$ cat src/rtl/core/lesf_pkg.sv
// ----------------------------------------------------------------------------
// Largest empty square finder: shared package
// Field widths, reset values, register indexes and the records that travel
// between the front part, the queue and the back part.
// ----------------------------------------------------------------------------
package lesf_pkg;

	// Widths of the interface fields.
	localparam int CHAR_W    = 8;
	localparam int MAPW_W    = 11;
	localparam int VAL_W     = 11;
	localparam int TOPROW_W  = 12;
	localparam int LEFTCOL_W = 10;

	// Reset values of the configuration registers.
	localparam logic [CHAR_W-1:0] OBSTACLE_RESET  = 8'd111;
	localparam logic [MAPW_W-1:0] MAP_WIDTH_RESET = 11'd1024;

	// Queue between the front and back parts.
	localparam int QUEUE_DEPTH = 4;
	localparam int QPTR_W      = $clog2(QUEUE_DEPTH);
	localparam int QCNT_W      = $clog2(QUEUE_DEPTH + 1);

	// Configuration register indexes.
	typedef enum logic [0:0] {
		REG_OBSTACLE_CHAR = 1'b0,
		REG_MAP_WIDTH     = 1'b1
	} cfg_reg_t;

	// Classification of one cell, made by the front part.
	typedef struct packed {
		logic active;     // cell takes part in the search
		logic obstacle;   // cell holds the obstacle character
		logic first_line; // first row or first column of the map
		logic last;       // final cell of the map
		logic ovf;        // map has already run past the supported rows
	} cell_flags_t;

	// One result record.
	typedef struct packed {
		logic [VAL_W-1:0]     size;
		logic [TOPROW_W-1:0]  top;
		logic [LEFTCOL_W-1:0] left;
		logic                 ovf;
	} result_t;

endpackage

$ cat src/rtl/core/lesf_front.sv
// ----------------------------------------------------------------------------
// Largest empty square finder: front part
// Holds the configuration registers, takes in map cells, tracks the row and
// column position and classifies each cell for the back part.
// ----------------------------------------------------------------------------
module lesf_front #(
	parameter int MAX_WIDTH = 1024,
	parameter int MAX_ROWS  = 4096,
	parameter int COL_W     = 10,
	parameter int ROW_W     = 12
) (
	input  logic                           clk,
	input  logic                           arst_n,
	// Cell channel
	input  logic                           cell_valid,
	output logic                           cell_stall,
	input  logic [lesf_pkg::CHAR_W-1:0]    cell_char,
	input  logic                           last_cell,
	// Configuration channel
	input  logic                           cfg_valid,
	output logic                           cfg_ready,
	input  lesf_pkg::cfg_reg_t             cfg_index,
	input  logic [lesf_pkg::MAPW_W-1:0]    cfg_data,
	// Queue side
	input  logic                           q_full,
	output logic                           push,
	output lesf_pkg::cell_flags_t          flags,
	output logic [COL_W-1:0]               col,
	output logic [ROW_W-1:0]               row
);
	import lesf_pkg::*;

	localparam int CMP_W = ((COL_W > MAPW_W) ? COL_W : MAPW_W) + 1;

	logic [CHAR_W-1:0] obstacle_q;
	logic [MAPW_W-1:0] width_q;
	logic [COL_W-1:0]  col_q;
	logic [ROW_W-1:0]  row_q;
	logic              ovf_q;
	logic              cell_fire;
	logic [CMP_W-1:0]  col_next;
	logic              row_end;
	logic              row_at_max;

	assign cfg_ready  = 1'b1;
	assign cell_stall = q_full;
	assign cell_fire  = cell_valid && !cell_stall;

	// A row ends once the next column reaches the width; a width of zero acts
	// as one and a width beyond the row store acts as its depth.
	assign col_next   = CMP_W'(col_q) + CMP_W'(1);
	assign row_end    = (col_next >= CMP_W'(width_q)) || (col_next >= CMP_W'(MAX_WIDTH));
	assign row_at_max = (row_q == ROW_W'(MAX_ROWS - 1));

	// Classification handed to the queue. Cells past the supported rows are
	// dropped here, except the last one, which still has to report.
	assign push             = cell_fire && (!ovf_q || last_cell);
	assign flags.active     = !ovf_q;
	assign flags.obstacle   = (cell_char == obstacle_q);
	assign flags.first_line = (row_q == '0) || (col_q == '0);
	assign flags.last       = last_cell;
	assign flags.ovf        = ovf_q;
	assign col              = col_q;
	assign row              = row_q;

	// Configuration registers.
	always_ff @(posedge clk or negedge arst_n) begin
		if (!arst_n) begin
			obstacle_q <= OBSTACLE_RESET;
			width_q    <= MAP_WIDTH_RESET;
		end else if (cfg_valid && cfg_ready) begin
			unique case (cfg_index)
				REG_OBSTACLE_CHAR: obstacle_q <= cfg_data[CHAR_W-1:0];
				REG_MAP_WIDTH:     width_q    <= cfg_data;
				default:           ;
			endcase
		end
	end

	// Map position and overflow tracking.
	always_ff @(posedge clk or negedge arst_n) begin
		if (!arst_n) begin
			col_q <= '0;
			row_q <= '0;
			ovf_q <= 1'b0;
		end else if (cell_fire) begin
			if (last_cell) begin
				col_q <= '0;
				row_q <= '0;
				ovf_q <= 1'b0;
			end else if (!ovf_q) begin
				if (row_end) begin
					col_q <= '0;
					if (row_at_max) begin
						ovf_q <= 1'b1;
					end else begin
						row_q <= row_q + ROW_W'(1);
					end
				end else begin
					col_q <= col_q + COL_W'(1);
				end
			end
		end
	end

endmodule

$ cat config.mk
export PLATFORM = sky130hd
export DESIGN_NAME = lesf_front
export DESIGN_NICKNAME = d
export VERILOG_FILES = /design/src/rtl/core/lesf_pkg.sv /design/src/rtl/core/lesf_front.sv
export SDC_FILE = /design/constraint.sdc
export NUM_CORES = 1
export LEC_CHECK = 0
export ABC_AREA = 1
export BUFFER_PORTS_ARGS = -buffer_cell sky130_fd_sc_hd__buf_2
export CORE_UTILIZATION = 38
export CTS_BUF_LIST = sky130_fd_sc_hd__clkbuf_4 sky130_fd_sc_hd__clkbuf_8 sky130_fd_sc_hd__clkbuf_16
export CTS_CLUSTER_DIAMETER = 40
export DETAILED_ROUTE_END_ITERATION = 12
export PLACE_DENSITY = 0.59
export SYNTH_ARGS = -nofsm -noshare
export SYNTH_HDL_FRONTEND = slang
export SYNTH_SLANG_ARGS = --single-unit
export TNS_END_PERCENT = 50
$ cat constraint.sdc
create_clock -name clk -period 4.46 [get_ports clk]
set_input_delay 0.669 -clock clk [delete_from_list [all_inputs] [get_ports clk]]
set_output_delay 0.669 -clock clk [all_outputs]
set_load 0.01 [all_outputs]
# --- Yosys cells after proc, flatten, opt, wreduce, memory -nomap -nowiden ---
# Index checks and enable logic that the tools add are counted.
op_classes:
  bitwise_logic: 1
  div: 0
  reduce_logical: 14
  eq_ne: 4
  mul: 0
  n_mux: 11
  n_shift: 0
  addsub: 3
  magnitude_cmp: 2
ops:
  columns: ["cell", "n"]
  rows:
  - ["2-to-1 mux 12 bit", 4]
  - ["2-to-1 mux 10 bit", 3]
  - ["adder 12 x 1 -> 12 bit (second input constant)", 1]
  - ["equality test 12 bit (second input constant)", 1]
  - ["zero test 12 bit", 1]
  - ["adder 10 x 1 -> 11 bit (second input constant)", 1]
  - [">= comparator 11 bit", 1]
  - [">= comparator 11 bit (second input constant)", 1]
  - ["adder 10 x 1 -> 10 bit (second input constant)", 1]
  - ["zero test 10 bit", 1]
  - ["equality test 8 bit", 1]
  - ["AND reduction 2 bit", 3]
  - ["2-to-1 mux 1 bit", 4]
  - ["!= test 2 bit (second input constant)", 2]
  - ["AND reduction 4 bit", 1]
  - ["logical OR 1 bit", 3]
  - ["logical AND 1 bit", 2]
  - ["zero test 1 bit", 2]
  - ["nonzero test 2 bit", 1]
  - ["inverter 1 bit", 1]
totals:
  regBits: 42
  input_bits: 26
  ram_bits: 0
  latch_bits: 0
  mem_bits_ro: 0
  out_inout_bits: 30
  n_memories: 0
  wordCells: 40

# --- Logic depth before layout (Yosys ltp) ---
# Gate-level depths: netlist (run 1).
logic_depth:
  ltp_word: 6
  depth_mapped: 17
  mapped_depth_nobuf: 16

# --- Least setup slack after synthesis (run 1) ---
# No wires, ideal clock.
synth_timing:
  kind: "register -> register"
  from: "register col_q[0], in the netlist col[0]"
  to: "register row_q[8], in the netlist row[8]"
  synth_period_minus_slack_ps: 2387
  setup_slack_ps: 2073
  arrival_ps: 2270
  path_buffers: 1
  path_stages_with_launch: 18
  required_time_ps: 4343
  setup_ps: 117
  path_cell_list: "dfrtp_1 -> inv_1 -> nor3_2 -> nand2_1 -> nor2_1 -> xor2_1 -> ha_1 -> nand2_1 -> inv_1 -> a21oi_1 -> nand2_1 -> nor2_1 -> nand2_4 -> nand2_4 -> nand2_2 -> buf_6 -> nand2_1 -> nand2_1"
synth_between:
  elab_chain_cells: 5
  word_cells_on_any_way: 6
  classes_between: "1 x add/sub; 2 x order compare; 3 x reduce/logical"
synth_lines:
  columns: ["element", "line", "source"]
  rows:
  - ["start: declaration", "lesf_front.sv:37", "logic [COL_W-1:0] col_q;"]
  - ["start signal: assignment", "lesf_front.sv:100", "col_q <= col_q + COL_W'(1);"]
  - ["adder 10 x 1 -> 11 bit (*)", "lesf_front.sv:51", "assign col_next = CMP_W'(col_q) + CMP_W'(1);"]
  - [">= comparator 11 bit", "lesf_front.sv:52", "assign row_end = (col_next >= CMP_W'(width_q)) || (col_next >= CMP_W'(MAX_WIDTH));"]
  - ["logical OR 1 bit (*)", "lesf_front.sv:52", null]
  - ["nonzero test 2 bit (no line) (*)", null, null]
  - ["AND reduction 4 bit (no line) (*)", null, null]
  - ["end signal: assignment", "lesf_front.sv:97", "row_q <= row_q + ROW_W'(1);"]
  - ["end: declaration", "lesf_front.sv:38", "logic [ROW_W-1:0] row_q;"]
# Every way passes the cells marked *; elsewhere a longest branch is shown, timed or not.
# A chain may end at the register's enable or synchronous reset.

# --- Final worst setup path (run 1) ---
layout_timing:
  from: "register col_q[2], in the netlist col[2]"
  to: "register col_q[8], in the netlist col[8]"
layout_between:
  elab_chain_cells: 6
  word_cells_on_any_way: 8
  classes_between: "2 x add/sub; 2 x order compare; 3 x mux; 1 x reduce/logical"
layout_lines:
  columns: ["element", "line", "source"]
  rows:
  - ["adder 10 x 1 -> 11 bit", "lesf_front.sv:51", null]
  - [">= comparator 11 bit", "lesf_front.sv:52", null]
  - ["logical OR 1 bit", "lesf_front.sv:52", null]
  - ["2-to-1 mux 10 bit (*)", "lesf_front.sv:92", "if (row_end) begin"]
  - ["2-to-1 mux 10 bit (*)", "lesf_front.sv:91", "end else if (!ovf_q) begin"]
  - ["2-to-1 mux 10 bit (*)", "lesf_front.sv:87", "if (last_cell) begin"]
# Every way passes the cells marked *; elsewhere a longest branch is shown, timed or not. The select of a mux whose other input is x is not followed.

==> summary.txt, run 1 <==
Setup path
  • Worst reg2reg setup slack: 1.61 ns
  • Critical path fanouts, max: 10
  • Cell family with the largest share of critical-path delay: simple AND/OR/NAND/NOR gates
  • CP max-delay cell: dfrtp_1
  • CP required: 4.68 ns
  • Crit start category: flop
  • CP Cell Sequence: inv_1 -> nor3_2 -> nand2_1 -> nor2_1 -> xor2_1 -> ha_1 -> nand2_1 -> inv_1 -> a21oi_1 -> nand2_1 -> nor2_1 -> nand2_4 -> nor2_2 -> nand2_1 -> o21ai_0
  • Crit path capture type: flop
  • Crit-path max cell delay: 0.44 ns
  • CP arrival: 3.07 ns
  • Buf/Inv on CP: 2
  • Critical path class: flop to flop
  • Crit-path most repeated cell: nand2_1

Yosys
  • Part of the Yosys area used for sequential elements: 39.7%
  • Synth Instances: 355
  • Synth warn: 0
  • Mapped Avg Cell Area: 7.51 sq um
  • Synth Net Count: 396
  • Synth cell types: 29
  • Synth Register Bits: 42
  • Post-synthesis instance area: 0.00267 sq mm

Timing
  • RSZ-0062 raised after global routing: no
  • Period minus WS final: 2.85 ns
  • Final Cycle Share: 63.9%
  • Hold Vio Cnt, Final: 0
  • Post-route setup TNS: 0 ns
  • Slew headroom: 36.9%
  • Actual slew at the worst max-slew pin: 0.946 ns
  • FMAX: 351 MHz
  • Final setup fails: 0
  • Fin. max-slew vios: 0
  • Clock Skew: 0.00551 ns

Placed design
  • Routability Congestion: 0.851
  • Port Buffer Count: 54
  • Post-DP HPWL: 4.39 mm

Clocking
  • Post-CTS Resized: 0
  • Num CTS Buffers: 5
  • Clk sink count: 42
  • Cts hold-fix bufs: 0
  • Post-CTS Setup Bufs: 0
  • H-tree depth: 2
  • Clk buf depth: 2
  • Clk_lat worst skew: 0.30 ns
  • CTS clk-pin slew, worst paths: 0.08 ns
  • Root buffer selected by CTS: clkbuf_8
  • CTS tree: yes

Detailed routing
  • Antenna-violating nets left: 0
  • Iter 0 DRT Violations: 91
  • DR pass1 iterations: 4
  • Routed wire length: 5.83 mm
  • Drt wl/cell: 11.6 um
  • Via/cell ratio: 4.67
  • Vias: 2,342
  • DRC viols: 0

Power and ir drop
  • P per Cell Area: 301 mW/mm^2
  • Comb pwr share: 19.3%
  • Internal power: 666 uW
  • Pleak: 1.64 nW
  • Part of the power in the clock network: 32.9%
  • Reg power frac: 47.7%
  • Sw Ratio: 28.5%
  • Max IR drop VDD: 0.000117 V
  • Sw power: 266 uW

Global routing
  • Initial antenna violation count: 0
  • Number of global-route vias before repair: 2,266
  • Largest net degree at the start of global routing: 43
  • GR Util All Layers: 17.9%
  • First-pass GRT wire length: 10.3 mm
  • Total gr overflow: 0

Final layout
  • Area grow syn2layout: 16.3%
  • Fill cells: 705
  • N_diodes: 0
  • Layout net count: 446
  • Post-Route Utilization: 45.7%
  • Share of layout cells above drive strength 1: 20.0%

Floorplan
  • Die Ht: 85.8 um
  • Io pins: 56
  • Die width: 85.8 um
  • Core Rows: 30
  • Die area: 0.00736 sq mm
  • Core box area: 0.00679 sq mm
  • Initial Util: 39.2%

Hold path
  • Worst hold path type: flop to flop

Run
  • Max_cap viols: 0

Run status
  • Status: complete, no violations
==> power by group through the flow <==
stage                     Combinational (mW)  Sequential, mW  Clock, mW
after global routing                   0.212           0.450      0.332
after CTS                              0.185           0.446      0.317
after global placement                 0.181           0.452          0
after floorplan                        0.118           0.451          0
after detailed placement               0.184           0.453          0
final                                  0.180           0.445      0.307
==> synth_stat cells <==
master	count	area share (%)
nand2_1	90	13
inv_1	59	8.3
dfrtp_1	35	33
o21ai_0	28	5.3
nor2_1	24	3.4
nand3_1	21	3.9
ha_1	15	7.0
a21oi_1	13	2.4
xor2_1	10	3.3
xnor2_1	9	3.0
nor3_1	8	1.5
dfstp_2	7	6.9
clkbuf_1	5	0.70
nand4_1	5	1.2
buf_4	4	1.1
nor2_2	3	0.70
nor3_2	3	1.1
buf_6	2	0.84
nand2_2	2	0.47
nand2_4	2	0.84
nor4_1	2	0.47
a211oi_1	1	0.28
and3_1	1	0.23
buf_2	1	0.19
conb_1	1	0.14
nand3_2	1	0.38
nand3b_1	1	0.28
o21ai_1	1	0.19
o41ai_1	1	0.33
==> area by class of cell <==
class | instances | area (sq um) | area share, %
Clock buffer | 6 | 76.3 | 2.46
Sequential cell | 42 | 1060 | 34.2
Tap cell | 96 | 120 | 3.87
Clock inverter | 2 | 37.5 | 1.21
Timing Repair Buffer | 55 | 278 | 8.96
Inverter | 59 | 221 | 7.14
Multi-Input combinational cell | 242 | 1310 | 42.2
==> metrics by stage <==
step	instances	hold WS, ns	setup WS, ns	power (mW)	cell area (sq um)
global route	502	0.528	1.18	0.994	3100
CTS	502	0.499	1.60	0.948	3100
finish	502	0.494	1.61	0.933	3100
global placement	494	0.476	1.61	0.633	2990
detailed placement	494	0.480	1.63	0.637	2990
floorplan	355	0.373	2.07	0.569	2670
==> routing by layer <==
layer / track usage, % / share of wire (%)
met1: 21.9 / 47
met5: 0 / 0
met2: 32.1 / 49
met3: 3.08 / 2.8
met4: 5.45 / 0.69
==> logic make-up after synthesis <==
group	count (synthesis)	share of synthesized area, %
XOR/XNOR	19	6.24
other	1	0.141
AND/OR/NAND/NOR	163	27.2
flip-flops	42	39.7
AO/OA/AOI/OAI	44	8.49
buffers and inverters	71	11.2
adder cells (fa/ha/maj)	15	7.04
==> sequential cells by signal (all words and copies together) (netlist names) <==
name,cells
row,12
width_q,11
obstacle_q,8
ovf_q,1
col,10
==> placed cells by master, fill, tap and decap left out, drive strengths merged, types with 7 or more instances in the layout <==
cell / count
a21oi: 13
buf: 55
dfrtp: 35
dfstp: 7
ha: 15
inv: 59
nand2: 94
nand3: 22
nor2: 27
nor3: 11
o21ai: 29
xnor2: 9
xor2: 10
==> worst register-to-register path: stages (launching register included) <==
cell     delay, ns
dfrtp_1       0.44
inv_1         0.12
nor3_2        0.24
nand2_1       0.13
nor2_1        0.13
xor2_1        0.26
ha_1          0.28
nand2_1       0.09
inv_1         0.05
a21oi_1       0.14
nand2_1       0.06
nor2_1        0.16
nand2_4       0.09
nor2_2        0.35
nand2_1       0.13
o21ai_0       0.09
==> final timing paths <==
kind	start	endpoint	depth (start not counted)
worst max-delay path	col[2]	col[8]	15
worst min-delay path	width_q[1]	width_q[1]	2
worst max register to register	col[2]	col[8]	15
worst min register to register	width_q[1]	width_q[1]	2
max in group asynchronous	arst_n	col[1]	1
min in group asynchronous	arst_n	row[5]	1
Note: power is estimated with default switching activity, not from simulation.
==> run 2: changes to the inputs <==
==> constraint.sdc (replaced) <==
create_clock -name clk -period 2.8 [get_ports clk]
set_input_delay 0.42 -clock clk [delete_from_list [all_inputs] [get_ports clk]]
set_output_delay 0.42 -clock clk [all_outputs]
set_load 0.01 [all_outputs]
==> summary.txt, run 2 (synthesis gave the netlist of run 1 again) <==
Final layout
  • N_diodes: 0
  • Fill cells: 717
  • Post-Route Utilization: 46.2%
  • Register area: 0.00106 sq mm
  • Post-route non-filler standard cell count: 508
  • Commonest non-fill, non-tap cell in the layout: nand2_1
  • Area grow syn2layout: 17.7%
  • Max reg flops: 12
  • Layout net count: 452
  • Multi-input logic area: 0.00133 sq mm
  • Share of layout cells above drive strength 1: 21.6%
  • Commonest non-fill, non-tap cells in the layout: 90 x nand2_1, 59 x inv_1, 54 x buf_2

Global routing
  • GR Util All Layers: 18.1%
  • Total gr overflow: 0
  • Initial antenna violation count: 0
  • Number of global-route vias before repair: 2,363
  • First-pass GRT wire length: 10.6 mm
  • Largest net degree at the start of global routing: 43

Setup path
  • Crit-path most repeated cell: nand2_1
  • Cells on worst reg2reg path: 15
  • WP depth: 15
  • Critical path fanouts, max: 5
  • Worst Setup SP: col[2]
  • Buf/Inv on CP: 2
  • CP Cell Sequence: inv_1 -> nor3_4 -> nand2_1 -> nor2_1 -> xor2_1 -> ha_1 -> nand2_1 -> inv_1 -> a21oi_1 -> nand2_1 -> nor2_2 -> nand2_4 -> nor2_2 -> nand2_1 -> o21ai_0
  • CP max-delay cell: dfrtp_2
  • R2r endpoint: col[8]
  • Crit-path max cell delay: 0.42 ns
  • CP endpoint: col[8]
  • CP required: 3.02 ns
  • CP arrival: 2.80 ns
  • Crit start category: flop
  • Worst reg2reg setup slack: 0.21 ns
  • Worst R2R Start: col[2]
  • Crit path capture type: flop
  • Critical path class: flop to flop
  • Cell family with the largest share of critical-path delay: simple AND/OR/NAND/NOR gates

Clocking
  • CTS tree: yes
  • Root buffer selected by CTS: clkbuf_8
  • CTS clk-pin slew, worst paths: 0.08 ns
  • Clk sink count: 42
  • Clk_lat worst skew: 0.29 ns
  • H-tree depth: 2
  • Cts hold-fix bufs: 0
  • Clk buf depth: 2
  • Num CTS Buffers: 5

Hold path
  • Worst hold path type: primary input to async pin

Floorplan
  • Core Rows: 30
  • Die Ht: 85.8 um
  • Die area: 0.00736 sq mm
  • Core box area: 0.00679 sq mm
  • Io pins: 56
  • Die width: 85.8 um
  • Initial Util: 39.2%

Placed design
  • Placed cells: 496
  • DP Worst Slack: 0.0681 ns
  • Routability Congestion: 0.893
  • Post-DP HPWL: 4.45 mm
  • Port Buffer Count: 54

Detailed routing
  • DRC viols: 0
  • Vias: 2,396
  • Iter 0 DRT Violations: 121
  • Antenna-violating nets left: 0
  • Drt wl/cell: 11.8 um
  • Via/cell ratio: 4.72
  • DR pass1 iterations: 4
  • Routed wire length: 6.01 mm

Power and ir drop
  • Internal power: 971 uW
  • Part of the power in the clock network: 27.9%
  • Max IR drop VDD: 0.000165 V
  • P per Cell Area: 444 mW/mm^2
  • Sw Ratio: 30.3%
  • Reg power frac: 50.9%
  • Comb pwr share: 21.2%
  • Pleak: 1.68 nW
  • Sw power: 422 uW

Timing
  • Hold WS: 0.264 ns
  • Fin. max-slew vios: 0
  • Final setup fails: 0
  • Actual slew at the worst max-slew pin: 0.960 ns
  • Clock Skew: 0.00468 ns
  • Slew headroom: 36.0%
  • Post-route setup TNS: 0 ns
  • Final Cycle Share: 92.4%
  • FMAX: 386 MHz
  • Setup WS post-layout: 0.211 ns
  • Period minus WS final: 2.59 ns
  • Hold Vio Cnt, Final: 0

Run status
  • Status: complete, no violations

Run
  • Max_cap viols: 0
## run 2: layer usage
layer | track usage, % | wire, um | vias up
li1 | - | - | 1224
met3 | 3.56 | 183 | 10
met2 | 32.7 | 2950 | 45
met1 | 21.7 | 2770 | 1117
met5 | 0 | 0 | -
met4 | 5.91 | 110 | 0
## run 2: stage by stage
stage	power, mW	instance area, sq um
after global routing	1.50	3140
final	1.39	3140
after global placement	1.01	3000
after detailed placement	1.02	3000
after CTS	1.42	3090
after floorplan	0.907	2670
## run 2: final cells by class
type | instances | share of cell area (%)
Clock buffer | 6 | 2.43
Sequential cell | 42 | 33.8
Tap cell | 96 | 3.83
Clock inverter | 2 | 0.319
Timing Repair Buffer | 60 | 10.0
Inverter | 59 | 7.06
Multi-Input combinational cell | 243 | 42.5
## run 2: worst min-delay path by stage
| stage | from | end | slack [ns] |
|---|---|---|---|
| after floorplan | arst_n | col[0] | 0.12 |
| after global placement | width_q[1] | width_q[1] | 0.47 |
| after detailed placement | width_q[1] | width_q[1] | 0.48 |
| after CTS | arst_n | row[2] | 0.32 |
| after global routing | cfg_data[2] | obstacle_q[2] | 0.36 |
| final | arst_n | row[5] | 0.26 |
## run 2: what timing repair did
item                       in CTS  in global routing
gates resized for setup         0                  5
buffers inserted                0                  3
setup endpoints to repair       0                 22
## run 2: power by group through the flow
stage	registers (mW)	clock network (mW)	logic, mW
2_1_floorplan	0.718	0	0.189
3_3_place_gp	0.720	0	0.290
3_5_place_dp	0.721	0	0.296
4_1_cts	0.710	0.406	0.299
5_1_grt	0.717	0.429	0.351
6_report	0.709	0.389	0.295
## run 2: worst register-to-register path, stage by stage, from the launching register on
cell and delay, ns:
dfrtp_2 0.42, inv_1 0.11, nor3_4 0.19, nand2_1 0.11, nor2_1 0.13, xor2_1 0.26, ha_1 0.28, nand2_1 0.10
inv_1 0.05, a21oi_1 0.13, nand2_1 0.08, nor2_2 0.12, nand2_4 0.10, nor2_2 0.27, nand2_1 0.09, o21ai_0 0.08
