$ cat config.mk
export PLATFORM = sky130hd
export DESIGN_NAME = lesf_queue
export DESIGN_NICKNAME = d
export VERILOG_FILES = /design/src/rtl/core/lesf_pkg.sv /design/src/rtl/core/lesf_queue.sv
export SDC_FILE = /design/constraint.sdc
export NUM_CORES = 1
export LEC_CHECK = 0
export ABC_CLOCK_PERIOD_IN_PS = 3050
export BUFFER_PORTS_ARGS = -buffer_cell sky130_fd_sc_hd__buf_2
export CAP_MARGIN = 30
export CORE_MARGIN = 4
export CORE_UTILIZATION = 35
export CTS_CLUSTER_SIZE = 12
export DETAILED_ROUTE_END_ITERATION = 10
export SKIP_CTS_REPAIR_TIMING = 1
export SLEW_MARGIN = 20
export SYNTH_ARGS = -nofsm -noshare
export SYNTH_HDL_FRONTEND = slang
export SYNTH_SLANG_ARGS = --single-unit
export TNS_END_PERCENT = 1
$ cat constraint.sdc
create_clock -name clk -period 3.05 [get_ports clk]
set_input_delay 0.305 -clock clk [delete_from_list [all_inputs] [get_ports clk]]
set_output_delay 0.305 -clock clk [all_outputs]
set_load 0.02 [all_outputs]
$ cat src/rtl/core/lesf_pkg.sv
// ----------------------------------------------------------------------------
// Largest empty square finder: shared package
// Field widths, reset values, register indexes and the records that travel
// between the front part, the queue and the back part.
// ----------------------------------------------------------------------------
package lesf_pkg;

	// Widths of the interface fields.
	localparam int CHAR_W    = 8;
	localparam int MAPW_W    = 11;
	localparam int VAL_W     = 11;
	localparam int TOPROW_W  = 12;
	localparam int LEFTCOL_W = 10;

	// Reset values of the configuration registers.
	localparam logic [CHAR_W-1:0] OBSTACLE_RESET  = 8'd111;
	localparam logic [MAPW_W-1:0] MAP_WIDTH_RESET = 11'd1024;

	// Queue between the front and back parts.
	localparam int QUEUE_DEPTH = 4;
	localparam int QPTR_W      = $clog2(QUEUE_DEPTH);
	localparam int QCNT_W      = $clog2(QUEUE_DEPTH + 1);

	// Configuration register indexes.
	typedef enum logic [0:0] {
		REG_OBSTACLE_CHAR = 1'b0,
		REG_MAP_WIDTH     = 1'b1
	} cfg_reg_t;

	// Classification of one cell, made by the front part.
	typedef struct packed {
		logic active;     // cell takes part in the search
		logic obstacle;   // cell holds the obstacle character
		logic first_line; // first row or first column of the map
		logic last;       // final cell of the map
		logic ovf;        // map has already run past the supported rows
	} cell_flags_t;

	// One result record.
	typedef struct packed {
		logic [VAL_W-1:0]     size;
		logic [TOPROW_W-1:0]  top;
		logic [LEFTCOL_W-1:0] left;
		logic                 ovf;
	} result_t;

endpackage

$ cat src/rtl/core/lesf_queue.sv
// ----------------------------------------------------------------------------
// Largest empty square finder: decoupling queue
// A short first-in first-out store that lets the front and back parts stall
// independently of each other.
// ----------------------------------------------------------------------------
module lesf_queue #(
	parameter int WIDTH = 8
) (
	input  logic             clk,
	input  logic             arst_n,
	input  logic             push,
	input  logic [WIDTH-1:0] din,
	output logic             full,
	input  logic             pop,
	output logic [WIDTH-1:0] dout,
	output logic             empty
);
	import lesf_pkg::*;

	logic [WIDTH-1:0]  entry_q [QUEUE_DEPTH];
	logic [QPTR_W-1:0] wr_ptr_q;
	logic [QPTR_W-1:0] rd_ptr_q;
	logic [QCNT_W-1:0] count_q;
	logic              do_push;
	logic              do_pop;

	assign full    = (count_q == QCNT_W'(QUEUE_DEPTH));
	assign empty   = (count_q == '0);
	assign do_push = push && !full;
	assign do_pop  = pop && !empty;
	assign dout    = entry_q[rd_ptr_q];

	// Pointers and fill count.
	always_ff @(posedge clk or negedge arst_n) begin
		if (!arst_n) begin
			wr_ptr_q <= '0;
			rd_ptr_q <= '0;
			count_q  <= '0;
		end else begin
			if (do_push) begin
				wr_ptr_q <= wr_ptr_q + QPTR_W'(1);
			end
			if (do_pop) begin
				rd_ptr_q <= rd_ptr_q + QPTR_W'(1);
			end
			if (do_push && !do_pop) begin
				count_q <= count_q + QCNT_W'(1);
			end else if (do_pop && !do_push) begin
				count_q <= count_q - QCNT_W'(1);
			end
		end
	end

	// Entry storage.
	always_ff @(posedge clk) begin
		if (do_push) begin
			entry_q[wr_ptr_q] <= din;
		end
	end

endmodule

Word level (Yosys, flattened, before mapping)
Memories as Yosys holds them, arrays and structs flattened.
Index checks and enable logic that the tools add are counted.
{ "totals": {"reg_bits": 7, "ramBits": 32, "inputBits": 12, "n_memories": 1} }
{ "mem_list": {"columns": ["memory", "depth", "word_bits", "rd", "rd_ports_with_merged_regs", "wr", "line_no", "rtl"], "rows": [
  ["entry_q", 4, 8, 1, 0, 1, "lesf_queue.sv:20", "logic [WIDTH-1:0] entry_q [QUEUE_DEPTH];"]
]} }
{ "op_classes": {"addsub": 4, "eq_ne": 1, "mux": 4, "n_reduce_logical": 10} }
{ "op_table": {"columns": ["op", "count"], "rows": [
  ["3-bit two-way mux", 2],
  ["2-bit by 1-bit adder with 2-bit output, second input constant", 2],
  ["1-bit logical AND", 4],
  ["1-bit logical NOT", 4],
  ["3-bit by 1-bit adder with 3-bit output, second input constant", 1],
  ["3-bit equality test, second input constant", 1],
  ["3-bit logical NOT", 1],
  ["3-bit by 1-bit subtractor with 3-bit output, second input constant", 1],
  ["1-bit two-way mux", 2],
  ["2-bit nonzero test", 1]
]} }

Longest topological paths before layout
Gate-level depths: netlist (run 1).
{ "depth": {"word_depth": 7, "ltp_mapped": 9} }

Worst setup path after synthesis (run 1)
OpenSTA, ideal clock, no wires.
{ "synth_timing": {"path_type": "register -> register", "startpoint": "register count_q[0]", "endpoint": "register count_q[2]", "t_arrival_ns": 2.221, "required_ns": 2.971, "setup_slack_ns": 0.749, "stages_incl_launch_ff": 9, "n_path_buf": 0, "period_less_slack_ns": 2.301, "cell_sequence": "dfrtp_1 > nor3_1 > nand2b_1 > ha_1 > inv_1 > fa_1 > xor2_1 > nor2_1 > xor2_1"} }
{ "synth_via": {"elab_chain_len": 6} }
{ "synth_lines": {"columns": ["element", "line_no", "rtl"], "rows": [
  ["from (decl)", "lesf_queue.sv:23", "logic [QCNT_W-1:0] count_q;"],
  ["from (signal assigned)", "lesf_queue.sv:47", "count_q <= count_q + QCNT_W'(1);"],
  ["from (signal assigned)", "lesf_queue.sv:49", "count_q <= count_q - QCNT_W'(1);"],
  ["3-bit logical NOT *", "lesf_queue.sv:28", "assign empty = (count_q == '0);"],
  ["named net empty", "lesf_queue.sv:16", "output logic empty"],
  ["1-bit logical NOT *", "lesf_queue.sv:30", "assign do_pop = pop && !empty;"],
  ["1-bit logical AND *", "lesf_queue.sv:30", null],
  ["1-bit logical NOT", "lesf_queue.sv:46", "if (do_push && !do_pop) begin"],
  ["1-bit logical AND", "lesf_queue.sv:46", null],
  ["3-bit two-way mux / 2-bit nonzero test (equally long branches)", null, null]
]} }
Mark *: on every way through the listed nets, which the timed path passes. The rest lies on a longest branch. The select of a mux whose other input is x is not followed.
A chain may end at the register's enable or synchronous reset.

Final worst setup path (run 1)
{ "layout_timing": {"startpoint": "register rd_ptr_q[0]", "endpoint": "output dout[7]"} }
{ "layout_via": {"elab_chain_len": 1} }
{ "layout_lines": {"columns": ["element", "line_no", "rtl"], "rows": [
  ["from (decl)", "lesf_queue.sv:22", "logic [QPTR_W-1:0] rd_ptr_q;"],
  ["from (signal assigned)", "lesf_queue.sv:44", "rd_ptr_q <= rd_ptr_q + QPTR_W'(1);"],
  ["memory 4 x 8 bit", null, null],
  ["to (decl)", "lesf_queue.sv:15", "output logic [WIDTH-1:0] dout,"]
]} }
Every way passes these cells.

==> summary.txt, run 1 <==
outcome: complete, no violations
CTS sink count: 39
total grt overflow: 0
residual DRC count: 0
final hold violations: 0
Final HPWL DP: 1700 µm
Seq cells post-synth: 39
critical path, cell by cell: mux4_2 > buf_2
unrepaired setup endpoints after global routing: false
PwrDens: 1030 mW/mm²
Worst path slowest cell: dfrtp_1
Critical Path Fanout Max: 10
number of max-cap violations: 0
Sw Share: 0.306
Psw: 0.000590 W
Die Height: 75.4 µm
Synth Area in Compound Gates: 0
PnR worst setup slack: 0.952 ns
WL final: 2500 µm
Seq/Total Area, Yosys: 0.715
WS Path Type: reg -> out
fin cells: 156
first-pass GRT wire length: 3900 µm
async set-reset flop share out of synthesis: 0.179
largest family of logic cells by synthesized area: multiplexers
diodes inserted: 0
Post-DRT Antenna Nets: 0
syn avg cell area: 20.6 µm²
htree depth: 2
measured slew at the worst slew-check pin: 0.621 ns
Final nets: 121
area fraction of the dominant cell type after synthesis: 0.605
Post-Synthesis Net Count: 95
CTS clk-pin slew, worst paths: 0.08 ns
VDD IR max: 0.448 mV
Initial Utilization: 0.362
placed insts: 147
Leak: 0.702 nW
Reg power frac: 0.440
FMAX: 0.477 GHz
pre-CTS WS: 0.932 ns
ys flop type: edfxtp_1
critical path startpoint category: flip-flop
final setup fails: 0
Synth area leaders: edfxtp_1, mux4_2, dfrtp_1, ha_1, xnor2_1
Die W: 75.4 µm
vias: 743
logic gate share of total power: 0.301
Core ar.: 0.00438 mm²
worst hold path class: in -> reg
clock buffer depth: 2
Critical Path Sink Type: output pin
synthesized cell area: 0.00159 mm²
critical path data required time: 2.74 ns
adder-cell area share of the yosys netlist: 0.0520
fin crit share: 0.688
TritonCTS clock tree: yes
DR WL/cell: 16.0 µm
Int Power: 0.00134 W
Min Clock Period, post-route: 2.10 ns
Final GP Congestion: 0.769
final core occ: 0.429
initial DRC count: 22
headroom to the max-slew limit: 0.586
Avg Vias per Cell: 4.76
TritonCTS buffer count: 5
area of the die: 0.00568 mm²
Max Slew Vio Count: 0
mux cell area share after synthesis: 0.130
P&R area growth vs syn: 18.4%
Clk pwr share: 0.260
Worst Skew: 0.00446 ns
Yosys warning total: 0
setup TNS: 0 ns
ratio of cells with drive above 1 in the final layout: 0.423
sum of buffers and inverters on the critical path: 1
XOR/XNOR share of the synthesized area: 0.0331
Crit path max-delay family: flip-flops
I/O Buffers: 21
Root Buffer: clkbuf_8
most common cell in the netlist: edfxtp_1
Arr. time, crit path: 1.79 ns
vias in the first global route: 810
# rows: 24
Synth cell types: 20
IO Count: 22
largest net degree at the start of global routing: 13
leading area contributor after synthesis: edfxtp_1
slowest stage delay, CP: 0.74 ns
1st-pass router iterations: 4
simple-gate area share of the yosys netlist: 0.0504
Post-synth EDFFs: 32
Total GRT Usage: 0.0996
Post-synth top cells: edfxtp_1, mux4_2, dfrtp_1
Worst-Skew Late Latency: 0.29 ns
Syn Inst Count: 77
initial antenna violation count: 0
==> logic make-up after synthesis <==
family | after synthesis
adders and majority gates | 6
DFF | 39
and+or+nand+nor | 10
buffers and inverters | 6
muxes | 10
xor gates and xnor gates | 6
==> stage by stage <==
step                      cell area (µm²)  hold WS [ns]  total power [W]
after floorplan                      1590       0.00941          0.00129
after global placement               1740         0.148          0.00144
after detailed placement             1740         0.153          0.00146
after CTS                            1870        -0.161          0.00196
after global routing                 1880         0.216          0.00205
final                                1880         0.224          0.00193
==> worst paths after layout <==
check / from / endpoint / slack (ns) / depth (start not counted)
min reg2reg: count_q[2] / count_q[2] / 0.51 / 1
max: rd_ptr_q[0] / dout[7] / 0.95 / 2
min in group asynchronous: arst_n / rd_ptr_q[0] / 0.38 / 2
max reg2reg: count_q[0] / count_q[2] / 0.96 / 8
min: din[3] / entry_q[1][3] / 0.22 / 1
max in group asynchronous: arst_n / rd_ptr_q[1] / 2.51 / 2
==> state kept, by name (all words and copies together) (netlist names) <==
register	flops
entry_q	32
count_q	3
rd_ptr_q	2
wr_ptr_q	2
==> power by group through the flow <==
stage / sequential (W) / clock [W] / combinational [W]
final: 0.000848 / 0.000501 / 0.000580
after global routing: 0.000876 / 0.000535 / 0.000637
after CTS: 0.000858 / 0.000513 / 0.000593
after detailed placement: 0.000869 / 0 / 0.000592
after global placement: 0.000856 / 0 / 0.000584
after floorplan: 0.000783 / 0 / 0.000507
==> per-layer routing <==
metal / GRT usage / routed length [µm] / vias to the layer above
li1: - / - / 340
met1: 0.113 / 1090 / 376
met2: 0.165 / 1200 / 22
met3: 0.0356 / 156 / 5
met4: 0.0524 / 49 / 0
met5: 0 / 0 / -
==> cells in the final DEF (no fill, tap or decap), types with 2 or more instances in the layout <==
cell type / instances
edfxtp_1: 32
ha_1: 5
dfrtp_1: 7
buf_2: 21
xor2_1: 2
bufinv_16: 2
xnor2_1: 4
clkbuf_8: 5
mux4_2: 8
inv_1: 3
and2_2: 4
==> worst reg2reg max path: cells and delay by family, from the launching register on <==
kind	cells	cell delay, ns
xor+xnor	2	0.30
fa+ha+maj	2	0.57
buf+inv	1	0.06
flops	1	0.46
simple gates	3	0.63
==> area by class of cell <==
type | count | area, µm²
timing repair buffer | 22 | 115
inverter | 3 | 11.3
multi-input combinational | 32 | 422
tap | 52 | 65.1
clock buffer | 6 | 72.6
clock inverter | 2 | 60.1
fill | 388 | 2500
sequential | 39 | 1140
No activity file was read; power rests on OpenSTA's default activity.
==> inputs of run 2 (changes only) <==
- ABC_CLOCK_PERIOD_IN_PS: 3050 -> 1900
- clock period: 3.05 -> 1.9 ns (I/O delays scaled with it)
==> summary.txt, run 2 (same netlist as run 1, synthesis figures left out) <==
outcome: complete, no violations
largest net degree at the start of global routing: 13 (unchanged)
Largest regs: entry_q: 32 flops, count_q: 3 flops
CTS sink count: 39 (unchanged)
# rows: 24 (unchanged)
Worst-Skew Late Latency: 0.28 ns (about the same)
headroom to the max-slew limit: 0.704 (+0.119)
Leak: 0.745 nW (+6.1%)
final setup fails: 0 (unchanged)
TritonCTS clock tree: yes
Post-DRT Antenna Nets: 0 (unchanged)
Psw: 0.000997 W (+69%)
Max Slew Vio Count: 0 (unchanged)
Worst Hold Margin: 0.124 ns (-0.100 ns)
I/O Buffers: 21 (unchanged)
residual DRC count: 0 (unchanged)
commonest non-fill, non-tap cell in the layout: edfxtp_1
reg2reg path depth: 7 (-1)
Total GRT Usage: 0.0978 (-0.00179)
Critical Path Fanout Max: 4 (-6)
multi-input logic area: 459 µm² (+8.9%)
fillers: 393 (+1.3%)
initial antenna violation count: 0 (unchanged)
Die Height: 75.4 µm (unchanged)
final hold violations: 0 (unchanged)
crit path from: count_q[1]
Core ar.: 0.00438 mm² (unchanged)
Die W: 75.4 µm (unchanged)
P&R area growth vs syn: 24.8%
Final nets: 128 (+5.8%)
measured slew at the worst slew-check pin: 0.443 ns (-0.178 ns)
DR WL/cell: 15.5 µm (-3.5%)
Arr. time, crit path: 2.04 ns (+0.25 ns)
ratio of cells with drive above 1 in the final layout: 0.532 (+0.108)
area of the die: 0.00568 mm² (unchanged)
Root Buffer: clkbuf_8
diodes inserted: 0 (unchanged)
clock buffer depth: 2 (unchanged)
Min Clock Period, post-route: 1.87 ns
CTS clk-pin slew, worst paths: 0.08 ns (about the same)
htree depth: 2 (unchanged)
Final Cell Area: 0.00198 mm² (+5.4%)
vias: 784 (+5.5%)
Int Power: 0.00229 W (+71%)
Reg2Reg Setup Slack: 0.03 ns (-0.93 ns)
Cell Area, Placed: 0.00179 mm² (+2.8%)
Sw Share: 0.303 (-0.00238)
Initial Utilization: 0.362 (unchanged)
Pwr Total: 0.00329 W (+70%)
most frequent cells in the layout: edfxtp_1, buf_2, mux4_2
number of max-cap violations: 0 (unchanged)
logic gate share of total power: 0.357 (+0.056)
critical path data required time: 2.06 ns (-0.68 ns)
worst flop-to-flop path endpoint: count_q[1]
Avg Vias per Cell: 4.81 (+0.99%)
max FFs per register: 32 (unchanged)
Clk pwr share: 0.243 (-0.017)
VDD IR max: 0.592 mV (+32%)
total grt overflow: 0 (unchanged)
Reg power frac: 0.400 (-0.040)
Most flops, register: entry_q
Reg area: 0.00114 mm² (+0.33%)
PwrDens: 1660 mW/mm² (+62%)
Final GP Congestion: 0.647 (-16%)
setup TNS: 0 ns (unchanged)
final core occ: 0.452 (+0.0231)
worst r2r src: count_q[1]
initial DRC count: 46 (+110%)
CP Capture Point: count_q[1]
Worst Skew: 0.00534 ns (+0.000887 ns)
first-pass GRT wire length: 4040 µm (+3.7%)
FMAX: 0.534 GHz
TritonCTS buffer count: 5 (unchanged)
WS Path Type: reg -> reg
Final HPWL DP: 1770 µm (+4.2%)
Critical Path Sink Type: flip-flop
1st-pass router iterations: 4 (unchanged)
critical path startpoint category: flip-flop
vias in the first global route: 847 (+4.6%)
unrepaired setup endpoints after global routing: true
IO Count: 22 (unchanged)
WL final: 2520 µm (+0.84%)
worst hold path class: in -> reg
fin crit share: 0.986
-- run 2: area by class of cell --
class | instances | area share
multi-input combinational | 32 | 0.232
clock inverter | 2 | 0.0303
timing repair buffer | 29 | 0.0883
tap | 52 | 0.0328
clock buffer | 6 | 0.0366
inverter | 3 | 0.00568
sequential | 39 | 0.575
-- run 2: metal layers --
layer | share of wire | global-route usage
met5 | 0 | 0
met4 | 0.012 | 0.0350
met3 | 0.060 | 0.0317
met2 | 0.52 | 0.167
met1 | 0.41 | 0.116
-- run 2: power groups by stage --
stage	sequential (W)	combinational, W	clock (W)
after global placement	0.00134	0.00107	0
final	0.00132	0.00117	0.000799
after global routing	0.00134	0.00128	0.000842
after floorplan	0.00128	0.000844	0
after CTS	0.00133	0.00108	0.000808
after detailed placement	0.00135	0.00108	0
-- run 2: stage by stage --
stage,worst slack (ns),std cells
after floorplan,-0.0479,77
after global placement,0.0612,149
after detailed placement,0.00792,149
after CTS,0.0109,157
after global routing,-0.0346,163
final,0.0273,163
-- run 2: worst min path at each step --
stage | to | cells after the start | startpoint
finish | entry_q[0][1] | 1 | din[1]
global route | entry_q[2][7] | 1 | din[7]
CTS | wr_ptr_q[1] | 1 | arst_n
detailed placement | wr_ptr_q[1] | 1 | arst_n
global placement | wr_ptr_q[1] | 1 | arst_n
floorplan | count_q[0] | 0 | arst_n
-- run 2: critical path, cell delays in order (launching register included) --
cell	delay (ns)
dfrtp_2	0.46
buf_6	0.13
nor3b_4	0.18
nor2b_2	0.08
ha_4	0.16
inv_2	0.05
fa_2	0.42
mux2_4	0.27
==> inputs of run 3 (changes only) <==
- ABC_AREA: unset -> 1
==> summary.txt, run 3 <==
headroom to the max-slew limit: 0.654 (-0.0506)
initial DRC count: 88 (+91%)
Critical Path Fanout Max: 33 (+29)
placed insts: 249 (+67%)
Post-synth top cells: nand2_1, edfxtp_1, inv_1
TritonCTS buffer count: 5 (unchanged)
synthesized cell area: 0.00173 mm² (+9.1%)
final core occ: 0.436 (-0.0166)
most frequent cells in the layout: nand2_1, inv_1, edfxtp_1
P&R area growth vs syn: 19.5%
most common cell in the netlist: nand2_1
area fraction of the dominant cell type after synthesis: 0.554 (-0.0506)
first-pass GRT wire length: 4800 µm (+19%)
htree depth: 2 (unchanged)
Leak: 0.950 nW (+28%)
diodes inserted: 0 (unchanged)
ratio of cells with drive above 1 in the final layout: 0.229 (-0.302)
Pwr Total: 0.00310 W (-5.8%)
TritonCTS clock tree: yes
measured slew at the worst slew-check pin: 0.519 ns (+0.0752 ns)
async set-reset flop share out of synthesis: 0.179 (unchanged)
leading area contributor after synthesis: edfxtp_1
fin cells: 259 (+59%)
critical path startpoint category: flip-flop
Synth area leaders: edfxtp_1, dfrtp_1, nand2_1, inv_1, o211ai_1
Final nets: 209 (+63%)
Root Buffer: clkbuf_8
Post-synth EDFFs: 32 (unchanged)
number of max-cap violations: 0 (unchanged)
CTS sink count: 39 (unchanged)
DR WL/cell: 11.3 µm (-27%)
vias: 1082 (+38%)
pre-CTS WS: 0.147 ns (+0.139 ns)
critical path data required time: 1.71 ns (-0.35 ns)
# rows: 25 (+4.2%)
WS Path Type: reg -> out
Worst Skew: 0.00513 ns (-0.000216 ns)
largest net degree at the start of global routing: 34 (+21)
IO Count: 22 (unchanged)
Most flops, register: entry_q
initial antenna violation count: 0 (unchanged)
residual DRC count: 0 (unchanged)
commonest non-fill, non-tap cell in the layout: nand2_1
Post-Synthesis Net Count: 172 (+81%)
Post-DRT Antenna Nets: 0 (unchanged)
Syn Inst Count: 154 (+100%)
Yosys warning total: 0 (unchanged)
Die W: 78.4 µm (+4.0%)
ys flop type: edfxtp_1
WL final: 2920 µm (+16%)
Total GRT Usage: 0.105 (+0.00738)
vias in the first global route: 1004 (+19%)
syn avg cell area: 11.3 µm² (-45%)
Worst-Skew Late Latency: 0.29 ns (about the same)
Max Slew Vio Count: 0 (unchanged)
PwrDens: 1490 mW/mm² (-9.8%)
Avg Vias per Cell: 4.18 (-13%)
1st-pass router iterations: 4 (unchanged)
Seq/Total Area, Yosys: 0.655 (-0.0598)
CTS clk-pin slew, worst paths: 0.07 ns (about the same)
Core ar.: 0.00475 mm² (+8.4%)
Critical Path Sink Type: output pin
Min Clock Period, post-route: 1.74 ns (-0.129 ns)
Final HPWL DP: 2090 µm (+18%)
Seq cells post-synth: 39 (unchanged)
setup TNS: 0 ns (unchanged)
fin crit share: 0.918 (-0.0680)
area of the die: 0.00614 mm² (+8.1%)
Arr. time, crit path: 1.55 ns (-0.49 ns)
total grt overflow: 0 (unchanged)
final hold violations: 0 (unchanged)
worst hold path class: in -> reg
I/O Buffers: 21 (unchanged)
outcome: complete, no violations
Final GP Congestion: 0.736 (+14%)
Initial Utilization: 0.365 (+0.00229)
FMAX: 0.574 GHz (+7.4%)
Synth cell types: 16 (-20%)
final setup fails: 0 (unchanged)
PnR worst setup slack: 0.156 ns (+0.129 ns)
Die Height: 78.4 µm (+4.0%)
clock buffer depth: 2 (unchanged)
Largest regs: entry_q: 32 flops, count_q: 3 flops
VDD IR max: 0.529 mV (-11%)
max FFs per register: 32 (unchanged)
[run 3: changes by cell type after synthesis, moves of 2 or more]
| cell | previous run | this run |
|---|---|---|
| nand2_1 | 0 | 41 |
| nand3_1 | 0 | 7 |
| xor2_1 | 2 | 0 |
| mux4_2 | 8 | 0 |
| o211ai_1 | 0 | 16 |
| nor2_1 | 1 | 4 |
| inv_2 | 0 | 2 |
| inv_1 | 3 | 32 |
| and2_2 | 4 | 0 |
| xnor2_1 | 4 | 1 |
[run 3: area by class of cell]
| cell class | instances | area [µm²] |
|---|---|---|
| clock buffers | 6 | 72.6 |
| multi-input cells | 77 | 434 |
| repair buffers | 34 | 205 |
| fillers | 492 | 2680 |
| clock inverters | 2 | 12.5 |
| inverters | 34 | 128 |
| flip-flops and latches | 39 | 1140 |
| well taps | 67 | 83.8 |
[run 3: final timing paths]
| path | start | end | slack, ns | depth (start not counted) |
|---|---|---|---|---|
| min in group asynchronous | arst_n | rd_ptr_q[0] | 0.26 | 2 |
| hold / removal | din[2] | entry_q[0][2] | 0.11 | 1 |
| setup reg to reg | count_q[1] | count_q[2] | 0.18 | 10 |
| hold reg to reg | rd_ptr_q[0] | rd_ptr_q[0] | 0.52 | 2 |
| max in group asynchronous | arst_n | rd_ptr_q[1] | 1.48 | 2 |
| setup / recovery | rd_ptr_q[0] | dout[1] | 0.16 | 5 |
[run 3: per-stage QoR]
stage / instance area [µm²] / hold WS [ns]
global placement: 1960 / 0.0424
global route: 2070 / 0.108
floorplan: 1730 / -0.106
detailed placement: 1960 / 0.0400
CTS: 2050 / -0.277
finish: 2070 / 0.112
[run 3: where the power goes]
part           switching [W]  internal [W]
Combinational       0.000816      0.000481
Clock               0.000277      0.000256
Sequential          0.000117       0.00115
[run 3: critical path, cell delays in order, from the launching register on]
cell and delay [ns]:
dfrtp_1 0.41, inv_2 0.40, nand2_1 0.10, o211ai_1 0.10
nand2_1 0.08, buf_2 0.16
[run 3: kinds of logic (layout without fill, tap and decap cells)]
logic type / after synthesis / count (layout) / synth area share
and+or+nand+nor: 53 / 53 / 0.121
adders and majority gates: 6 / 6 / 0.0476
buffers and inverters: 38 / 76 / 0.0988
DFF: 39 / 39 / 0.655
AOI/OAI and AO/OA: 17 / 17 / 0.0722
xor gates and xnor gates: 1 / 1 / 0.00505
[run 3: routing by layer]
metal / track usage / share of wire / vias up
met5: 0 / 0 / -
met4: 0.0629 / 0.021 / 0
met3: 0.0287 / 0.043 / 5
met2: 0.161 / 0.46 / 20
met1: 0.133 / 0.48 / 479
li1: - / - / 578
